**src/rtl/rgb_to_hsv_converter_core_defines.svh**
```systemverilog
// assertion macros for the rgb to hsv converter
// expect clk and arst_n in the scope of the module that uses them
`ifndef RGB_TO_HSV_CONVERTER_CORE_DEFINES_SVH
`define RGB_TO_HSV_CONVERTER_CORE_DEFINES_SVH

// same-cycle implication, checked outside reset
`define RGBHSV_ASSERT_NOW(lbl, ante, cons, msg) \
	lbl: assert property (@(posedge clk) disable iff (!arst_n) (ante) |-> (cons)) \
		else $error(msg);

// next-cycle implication, checked outside reset
`define RGBHSV_ASSERT_NEXT(lbl, ante, cons, msg) \
	lbl: assert property (@(posedge clk) disable iff (!arst_n) (ante) |=> (cons)) \
		else $error(msg);

`endif

```
**src/rtl/rgbhsv_pkg.sv**
```systemverilog
// types and constants for the rgb to hsv converter
// no dependencies
`timescale 1ns / 1ps
`default_nettype none

package rgbhsv_pkg;

	localparam int CHAN_W    = 8;
	localparam int HUE_W     = 13;
	localparam int HQ_W      = 10;
	localparam int HNUM_W    = 18;
	localparam int SQ_W      = 8;
	localparam int SNUM_W    = 16;
	localparam int DIV_STEPS = 10;

	localparam logic [HUE_W-1:0] HUE_SIXTY = 13'd960;
	localparam logic [HUE_W-1:0] HUE_GREEN = 13'(2 * 960);
	localparam logic [HUE_W-1:0] HUE_BLUE  = 13'(4 * 960);
	localparam logic [HUE_W-1:0] HUE_FULL  = 13'd5760;

	typedef logic [CHAN_W-1:0] chan_t;
	typedef logic [HUE_W-1:0]  hue_t;

	typedef enum logic [1:0] {
		SEC_RED,
		SEC_GREEN,
		SEC_BLUE
	} sector_t;

	typedef struct packed {
		chan_t   mx;
		chan_t   delta;
		sector_t sector;
		logic    neg;
		chan_t   absdiff;
	} prep_t;

	typedef struct packed {
		chan_t              mx;
		chan_t              delta;
		sector_t            sector;
		logic               neg;
		logic [HNUM_W-1:0]  hrem;
		logic [HQ_W-1:0]    hq;
		logic [SNUM_W-1:0]  srem;
		logic [SQ_W-1:0]    sq;
	} divst_t;

endpackage

`default_nettype wire

```
**src/rtl/rgb_to_hsv_converter_core.sv**
```systemverilog
// 13 register stages: prep_s1, div_s[0] to div_s[10], then the output registers
// one pixel per cycle while hsv_stall is low; ten-step pipelined restoring divider
// each stage moves on when its successor frees up, so bubbles close up under stall
// reset: arst_n clears all valid bits asynchronously, payload registers are not reset
// depends on rgbhsv_pkg and rgb_to_hsv_converter_core_defines.svh
`timescale 1ns / 1ps
`default_nettype none
`include "rgb_to_hsv_converter_core_defines.svh"

module rgb_to_hsv_converter_core (
	input  wire logic                clk,
	input  wire logic                arst_n,
	input  wire logic                rgb_valid,
	output logic                     rgb_stall,
	input  wire rgbhsv_pkg::chan_t   red,
	input  wire rgbhsv_pkg::chan_t   green,
	input  wire rgbhsv_pkg::chan_t   blue,
	output logic                     hsv_valid,
	input  wire logic                hsv_stall,
	output rgbhsv_pkg::hue_t         hue,
	output rgbhsv_pkg::chan_t        saturation,
	output rgbhsv_pkg::chan_t        value
);
	import rgbhsv_pkg::*;

	localparam int NS = DIV_STEPS + 3;

	logic [NS-1:0] vld_s;
	logic [NS:0]   ready;

	prep_t  prep_nxt;
	prep_t  prep_s1;
	divst_t num_nxt;
	divst_t div_s [DIV_STEPS+1];
	divst_t div_nxt [DIV_STEPS];
	divst_t fin;
	hue_t   hue_nxt;
	chan_t  sat_nxt;
	hue_t   q13;
	hue_t   hue_s13;
	chan_t  sat_s13;
	chan_t  val_s13;

	// per-stage flow control
	always_comb begin
		ready[NS] = !hsv_stall;
		for (int i = NS - 1; i >= 0; i--) begin
			ready[i] = !vld_s[i] || ready[i+1];
		end
	end

	assign rgb_stall = !ready[0];

	always_ff @(posedge clk or negedge arst_n) begin
		if (!arst_n) begin
			vld_s <= '0;
		end else begin
			if (ready[0]) begin
				vld_s[0] <= rgb_valid;
			end
			for (int i = 1; i < NS; i++) begin
				if (ready[i]) begin
					vld_s[i] <= vld_s[i-1];
				end
			end
		end
	end

	// stage 1: max, min, sector and signed difference
	always_comb begin
		chan_t mn;
		prep_nxt.mx = red;
		mn          = red;
		if (green > prep_nxt.mx) prep_nxt.mx = green;
		if (blue > prep_nxt.mx)  prep_nxt.mx = blue;
		if (green < mn) mn = green;
		if (blue < mn)  mn = blue;
		prep_nxt.delta = prep_nxt.mx - mn;
		if (red == prep_nxt.mx) begin
			prep_nxt.sector  = SEC_RED;
			prep_nxt.neg     = green < blue;
			prep_nxt.absdiff = (green < blue) ? blue - green : green - blue;
		end else if (green == prep_nxt.mx) begin
			prep_nxt.sector  = SEC_GREEN;
			prep_nxt.neg     = blue < red;
			prep_nxt.absdiff = (blue < red) ? red - blue : blue - red;
		end else begin
			prep_nxt.sector  = SEC_BLUE;
			prep_nxt.neg     = red < green;
			prep_nxt.absdiff = (red < green) ? green - red : red - green;
		end
	end

	always_ff @(posedge clk) begin
		if (ready[0]) begin
			prep_s1 <= prep_nxt;
		end
	end

	// stage 2: scaled numerators, delta*255 and |diff|*960
	always_comb begin
		num_nxt.mx     = prep_s1.mx;
		num_nxt.delta  = prep_s1.delta;
		num_nxt.sector = prep_s1.sector;
		num_nxt.neg    = prep_s1.neg;
		num_nxt.hrem   = (HNUM_W'(prep_s1.absdiff) << 10) - (HNUM_W'(prep_s1.absdiff) << 6);
		num_nxt.hq     = '0;
		num_nxt.srem   = (SNUM_W'(prep_s1.delta) << 8) - SNUM_W'(prep_s1.delta);
		num_nxt.sq     = '0;
	end

	always_ff @(posedge clk) begin
		if (ready[1]) begin
			div_s[0] <= num_nxt;
		end
	end

	// restoring division, msb first; hue bit per stage, saturation bit where K < SQ_W
	for (genvar j = 0; j < DIV_STEPS; j++) begin : g_div
		localparam int K = DIV_STEPS - 1 - j;

		always_comb begin
			logic [HNUM_W-1:0] hd;
			logic [SNUM_W-1:0] sd;
			div_nxt[j] = div_s[j];
			hd = HNUM_W'(div_s[j].delta) << K;
			sd = SNUM_W'(div_s[j].mx) << K;
			if (div_s[j].hrem >= hd) begin
				div_nxt[j].hrem  = div_s[j].hrem - hd;
				div_nxt[j].hq[K] = 1'b1;
			end
			if (K < SQ_W) begin
				if (div_s[j].srem >= sd) begin
					div_nxt[j].srem = div_s[j].srem - sd;
					div_nxt[j].sq   = div_s[j].sq | SQ_W'(1 << K);
				end
			end
		end

		always_ff @(posedge clk) begin
			if (ready[j+2]) begin
				div_s[j+1] <= div_nxt[j];
			end
		end
	end

	// output stage: sector offset, sign and wrap, grey pixels
	assign fin = div_s[DIV_STEPS];
	assign q13 = HUE_W'(fin.hq);

	always_comb begin
		hue_t base;
		case (fin.sector)
			SEC_RED:   base = '0;
			SEC_GREEN: base = HUE_GREEN;
			SEC_BLUE:  base = HUE_BLUE;
			default:   base = '0;
		endcase
		sat_nxt = fin.sq;
		if (fin.delta == '0) begin
			hue_nxt = '0;
			sat_nxt = '0;
		end else if (!fin.neg) begin
			hue_nxt = base + q13;
		end else if (fin.sector == SEC_RED) begin
			hue_nxt = (q13 == '0) ? '0 : HUE_FULL - q13;
		end else begin
			hue_nxt = base - q13;
		end
	end

	always_ff @(posedge clk) begin
		if (ready[NS-1]) begin
			hue_s13 <= hue_nxt;
			sat_s13 <= sat_nxt;
			val_s13 <= fin.mx;
		end
	end

	assign hsv_valid  = vld_s[NS-1];
	assign hue        = hue_s13;
	assign saturation = sat_s13;
	assign value      = val_s13;

	`RGBHSV_ASSERT_NOW(a_hue_range, hsv_valid, hue < HUE_FULL, "hue out of range")
	`RGBHSV_ASSERT_NOW(a_black_grey, hsv_valid && value == '0,
		hue == '0 && saturation == '0, "black pixel with nonzero hue or saturation")
	`RGBHSV_ASSERT_NOW(a_grey_hue, hsv_valid && saturation == '0, hue == '0,
		"unsaturated pixel with nonzero hue")
	`RGBHSV_ASSERT_NOW(a_stall_full, rgb_stall, hsv_valid && hsv_stall && (&vld_s),
		"request stalled while pipeline has room")
	`RGBHSV_ASSERT_NEXT(a_out_hold, hsv_valid && hsv_stall,
		hsv_valid && $stable(hue) && $stable(saturation) && $stable(value),
		"stalled result changed")

endmodule

`default_nettype wire

```
**config.mk**
```make
export PLATFORM = sky130hd
export DESIGN_NAME = rgb_to_hsv_converter_core
export DESIGN_NICKNAME = d
export VERILOG_FILES = /design/src/rtl/rgbhsv_pkg.sv /design/src/rtl/rgb_to_hsv_converter_core.sv
export VERILOG_INCLUDE_DIRS = /design/src /design/src/rtl
export SDC_FILE = /design/constraint.sdc
export NUM_CORES = 1
export LEC_CHECK = 0
export BUFFER_PORTS_ARGS = -buffer_cell sky130_fd_sc_hd__buf_2
export CORE_ASPECT_RATIO = 1.25
export CORE_MARGIN = 2
export CORE_UTILIZATION = 45
export DETAILED_ROUTE_END_ITERATION = 10
export MAX_ROUTING_LAYER = met4
export PLACE_DENSITY = 0.58
export SYNTH_ARGS = -nofsm -noshare
export SYNTH_HDL_FRONTEND = slang
export SYNTH_SLANG_ARGS = --single-unit
```
**constraint.sdc**
```tcl
create_clock -name clk -period 8.55 [get_ports clk]
set_clock_uncertainty 0.1 [all_clocks]
set_input_delay 0.4275 -clock clk [delete_from_list [all_inputs] [get_ports clk]]
set_output_delay 0.4275 -clock clk [all_outputs]
set_load 0.02 [all_outputs]
```
; After elaboration in Yosys (flattened, before gate mapping)
; Memory sizes are Yosys's and may differ from the RTL's.
; Cells that the tools add are included.
[op_classes]
addsub = 30
n_lt_le_gt_ge = 25
eq_ne = 4
muxes = 62
reduce_logical = 31
[op_table]
columns = operator, count
row1 = $mux 24, 8
row2 = $mux 18, 9
row3 = $mux 8, 7
row4 = $sub 8x8->8, 7
row5 = $lt 8x8->1, 5
row6 = $mux 13, 3
row7 = $sub 18x14->18, 2
row8 = $sub 16x8->16, 2
row9 = $mux 1, 31
row10 = $pmux 12 s2, 1
row11 = $mux 19, 1
row12 = $ge 18x10->1, 1
row13 = $ge 18x11->1, 1
row14 = $ge 18x12->1, 1
row15 = $ge 18x13->1, 1
row16 = $ge 18x14->1, 1
row17 = $ge 18x15->1, 1
row18 = $ge 18x16->1, 1
row19 = $ge 18x17->1, 1
row20 = $ge 18x8->1, 1
row21 = $ge 18x9->1, 1
row22 = $sub 18x10->18, 1
row23 = $sub 18x11->18, 1
row24 = $sub 18x12->18, 1
row25 = other kinds (35), 63
[word_totals]
register_bits = 69
ramBits = 781
inputBits = 28
out_inout_bits = 31
elab_cells = 174
n_memories = 1
[mem_list]
columns = name, depth, width, rd, rd_ports_with_merged_regs, wr, line_no
row1 = div_s, 11, 71, 11, 0, 11, rgb_to_hsv_converter_core.sv:34  ; divst_t div_s [DIV_STEPS+1];

; Depth between registers and ports, before layout
[logic_depth]
word_depth = 15
mapped_depth = 26
mapped_depth_nobuf = 24

; Worst setup path before layout
; Ideal clock, no wire load.
[synth_path]
kind = flip-flop to output port
from = reg vld_s[12]
to = out rgb_stall
arrival_time_ns = 6.838
path_slack_ns = 1.184
stages_incl_launch_ff = 9
cell_sequence = dfrtp_1 nand3_1 nor2_1 nand3_1 nor2_1 nand3_1 nor2_1 nand3_1 inv_1
[synth_between]
elab_chain_len = 15
[synth_lines]
columns = element, line_no
row1 = start: declaration, rgb_to_hsv_converter_core.sv:28  ; logic [NS-1:0] vld_s;
row2 = start signal: indexed assignment, rgb_to_hsv_converter_core.sv:63  ; vld_s[i] <= vld_s[i-1];
row3 = $logic_not 1->1, rgb_to_hsv_converter_core.sv:48  ; ready[i] = !vld_s[i] || ready[i+1];
row4 = $logic_or 1x1->1 (2 in a row), rgb_to_hsv_converter_core.sv:48
row5 = net ready[11], rgb_to_hsv_converter_core.sv:29  ; logic [NS:0] ready;
row6 = $logic_or 1x1->1 (5 in a row), rgb_to_hsv_converter_core.sv:48
row7 = net ready[6], rgb_to_hsv_converter_core.sv:29
row8 = $logic_or 1x1->1 (3 in a row), rgb_to_hsv_converter_core.sv:48
row9 = net ready[3], rgb_to_hsv_converter_core.sv:29
row10 = $logic_or 1x1->1 (3 in a row), rgb_to_hsv_converter_core.sv:48
row11 = $logic_not 1->1, rgb_to_hsv_converter_core.sv:52  ; assign rgb_stall = !ready[0];
row12 = end: declaration, rgb_to_hsv_converter_core.sv:14  ; output logic rgb_stall,
; The timed path passes the listed nets, and every way through them passes these cells.

==> metrics.cfg <==
[yosys]
post_synthesis_sequential_area_ratio_pct = 59.47
post_synth_instance_area_mm2 = 0.03291
post_synthesis_register_bit_count = 654
yosysWarningCount = 0
synth_flop_cell = sky130_fd_sc_hd__edfxtp_1
synth.avg_cell_area_um2 = 12.40
synthDistinctLibCells = 75
synth_edf_count = 641
netlist_instances = 2654
syn_nets = 2930
async_flop_share_pct = 1.988

[min_path]
hold_path_class = in2async

[finish]
finalInstanceArea_mm2 = 0.03646
final_net_count = 3041
layout_cell_share_with_drive_strength_beyond_1_pct = 7.739
diodes = 0
area_added_between_synthesis_and_finish_pct = 10.77

[clock_tree]
max-clock-path-buffers = 3
insertion_delay_ns = 0.61
post-cts-setup-buffers = 0
clock_sinks = 654
clk_pin_slew_worst_paths_ns = 0.06
cts_inserted_buffers = 66
post_cts.resized_instances = 0
htree_num_levels = 3
cts-root-buf = sky130_fd_sc_hd__clkbuf_16
tritoncts = done

[timing]
max-slew-margin-rel_pct = 24.26
hold_viol_final = 0
rsz0062_at_grt = false
final.setup.worst_slack_ns = 2.500
tightest_slew_ns = 1.132
period_share_pct = 70.76
timing.final.crit_period_ns = 6.050
setup_tns_ns = 0
report.final.slew_viol_count = 0
timing.final.setup_violations = 0
fmax_mhz = 165.3

[pwr]
worst_ir_drop_vdd_mv = 0.1628
power.static_leakage_nw = 14.87
power_density_mw_per_mm2 = 403.9

[setup_path]
start_kind = primary input
crit_type = in2reg
critical_path.slowest_cell = sky130_fd_sc_hd__or4_1
cp-end-kind = flop
worstPathArrival_ns = 6.32
worstPathCellList = buf_2, inv_1, ha_1, fa_1, nand3b_1, a21oi_2, o21bai_2, buf_4, mux2i_1, inv_1, ha_1, a21o_1, a21o_1, a21o_1, or2_2, inv_1, o21ai_0, a22oi_1, xnor2_1, o2111ai_1, or4_1, mux2i_1, mux2_1
path_max_fanout = 18
rr_worst_depth = 9
critPathRequiredTime_ns = 8.82
cp_slowest_stage_delay_ns = 0.92

[global_route]
grt_pass1_vias = 20650
grt_antenna_before_repair = 0
wire_length_of_the_first_global_routing_pass_um = 102900
grt-ovfl-total = 0
maximum_number_of_pins_on_one_net_before_global_route_repair = 70
grt_util_all_layers_pct = 17.94

[die]
placeable_core_region_mm2 = 0.07226
core.rowCount = 110
die_height_um = 306.4
ios = 59
die_area_mm2 = 0.07533
chipWidth_um = 245.9
initial_core_util_pct = 45.55

[drt]
ant_nets = 0
drc_errors = 0
drt-wirelength-per-cell_um = 16.97
num_vias = 19700
drt-initial-drc-count = 941
viasPerCell = 5.227
routed_wirelength_um = 63960
first_pass_iters = 5

[run_status]
status = finished, final reports clean

[placement]
placedInstanceArea_mm2 = 0.03441
dp.final_hpwl_um = 50030
portBuffers = 58
routabilityCongestion = 0.9058
dpl_worst_slack_ns = 1.900

[run]
cap_viol_max_count = 0

placed cells by master, fill, tap and decap left out, types with 66 or more instances in the layout:
| cell | n |
|---|---|
| sky130_fd_sc_hd__edfxtp_1 | 641 |
| sky130_fd_sc_hd__a21o_1 | 89 |
| sky130_fd_sc_hd__nand2_1 | 129 |
| sky130_fd_sc_hd__a21oi_1 | 161 |
| sky130_fd_sc_hd__inv_1 | 276 |
| sky130_fd_sc_hd__xnor2_1 | 121 |
| sky130_fd_sc_hd__o21ai_0 | 127 |
| sky130_fd_sc_hd__nor2_1 | 199 |
| sky130_fd_sc_hd__ha_1 | 225 |
| sky130_fd_sc_hd__nand2b_1 | 73 |
| sky130_fd_sc_hd__clkbuf_16 | 66 |
registers in the layout, indices dropped and copies added, names as in the netlist:
| signal | count |
|---|---|
| div_s | 585 |
| hue | 13 |
| num_nxt | 19 |
| prep_s1 | 8 |
| saturation | 8 |
| value | 8 |
| vld_s | 13 |
Yosys cell counts, types with 4 or more instances:
cell type	number	area (um^2)
sky130_fd_sc_hd__nand2b_1	73	456.7
sky130_fd_sc_hd__a2111oi_0	5	43.79
sky130_fd_sc_hd__or4_1	6	45.04
sky130_fd_sc_hd__a211o_1	5	43.79
sky130_fd_sc_hd__nor2b_1	43	269.0
sky130_fd_sc_hd__a21boi_0	15	112.6
sky130_fd_sc_hd__nand4_1	33	206.5
sky130_fd_sc_hd__inv_1	279	1047
sky130_fd_sc_hd__a21o_1	89	668.1
sky130_fd_sc_hd__o21bai_1	10	75.07
sky130_fd_sc_hd__o221ai_1	4	35.03
sky130_fd_sc_hd__a31oi_1	8	50.05
sky130_fd_sc_hd__fa_1	23	460.4
sky130_fd_sc_hd__edfxtp_1	641	19250
sky130_fd_sc_hd__xor2_1	64	560.5
sky130_fd_sc_hd__nand4b_1	4	35.03
sky130_fd_sc_hd__mux2i_1	47	470.5
sky130_fd_sc_hd__nand3_1	33	165.2
sky130_fd_sc_hd__ha_1	225	2815
sky130_fd_sc_hd__nor3_1	41	205.2
sky130_fd_sc_hd__o31ai_1	20	150.1
sky130_fd_sc_hd__nor4_1	28	175.2
sky130_fd_sc_hd__o21ai_0	127	635.6
sky130_fd_sc_hd__dfrtp_1	13	325.3
sky130_fd_sc_hd__and3_1	10	62.56
sky130_fd_sc_hd__o21a_1	10	75.07
sky130_fd_sc_hd__xnor2_1	121	1060
sky130_fd_sc_hd__a21oi_1	161	805.8
sky130_fd_sc_hd__and2_1	24	150.1
sky130_fd_sc_hd__o2111ai_1	4	35.03
sky130_fd_sc_hd__or3_1	11	68.82
sky130_fd_sc_hd__nand2_1	132	495.5
sky130_fd_sc_hd__or2_2	14	87.58
sky130_fd_sc_hd__o22ai_1	10	62.56
sky130_fd_sc_hd__nand3b_1	6	45.04
sky130_fd_sc_hd__a211oi_1	15	112.6
sky130_fd_sc_hd__clkbuf_1	27	101.4
sky130_fd_sc_hd__o21ai_1	4	20.02
sky130_fd_sc_hd__mux2_2	10	112.6
sky130_fd_sc_hd__nor2_1	199	747.0
cells by family (layout without fill, tap and decap cells):
kind of cell / Yosys count / after routing / synth area share [%]
AOI/OAI and AO/OA: 520 / 520 / 9.857
xor gates and xnor gates: 185 / 185 / 4.923
adders and majority gates: 250 / 250 / 10.01
buffers and inverters: 316 / 479 / 3.695
DFF: 654 / 654 / 59.47
muxes: 62 / 62 / 2.000
and+or+nand+nor: 667 / 667 / 10.04
layer usage:
metal / vias up / part of all wire [%] / GRT usage [%] / wire, um
met2: 305 / 57 / 35.14 / 36560
met3: 158 / 2.6 / 2.390 / 1694
met4: 0 / 6.3 / 10.89 / 4022
met5: - / 0 / - / 0
li1: 9814 / - / - / -
met1: 9422 / 34 / 15.92 / 21680
where the power goes:
group          internal (W)  leakage (nW)  switching (W)  total [W]
combinational       0.00254          7.30        0.00314    0.00567
sequential          0.00559          6.58       0.000762    0.00635
clock               0.00151         0.993        0.00120    0.00270
total               0.00963          14.9        0.00510     0.0147
what timing repair did:
item                                   4_1_cts  5_1_grt
setup endpoints to repair                    0        0
hold buffers                                 2        0
endpoints found under the hold margin       14        0
path summary, 6_finish.rpt:
kind	startpoint	endpoint	slack (ns)
worst max-delay path	green[0]	num_nxt[52]$_DFFE_PN_	2.50
worst min-delay path	arst_n	vld_s[0]$_DFFE_PN0N_	0.14
worst max register to register	vld_s[11]$_DFFE_PN0P_	div_s[0][50]$_DFFE_PP_	3.88
worst min register to register	div_s[0][10]$_DFFE_PP_	div_s[1][10]$_DFFE_PP_	0.30
max in group asynchronous	arst_n	vld_s[11]$_DFFE_PN0P_	7.98
min in group clk	blue[6]	num_nxt[69]$_DFFE_PN_	0.26
layout make-up:
cell class	instances	area, um^2
Fill cell	6260	35800
Sequential cell	654	19570
Multi-Input combinational cell	1684	12160
Clock buffer	81	1708
Tap cell	952	1191
Inverter	280	1051
Timing Repair Buffer	79	452.9
Clock inverter	39	325.3
worst max-delay path: cells and delay by family:
family	cells	cell delay, ns
AOI/OAI and AO/OA	8	1.76
xor gates and xnor gates	1	0.32
adders and majority gates	3	0.82
buffers and inverters	5	0.71
muxes	3	0.78
and+or+nand+nor	3	1.47
stage by stage:
stage / cells / total power, W / hold WS (ns) / util (%)
floorplan: 2654 / 0.01064 / 0.03191 / -
global placement: 3647 / 0.01190 / 0.2330 / 47.62
detailed placement: 3647 / 0.01212 / 0.2378 / 47.62
CTS: 3769 / 0.01489 / 0.1121 / 50.46
global route: 3769 / 0.01594 / 0.1724 / 50.46
finish: 3769 / 0.01473 / 0.1399 / 50.46
Power figures use the tool's default switching activity.
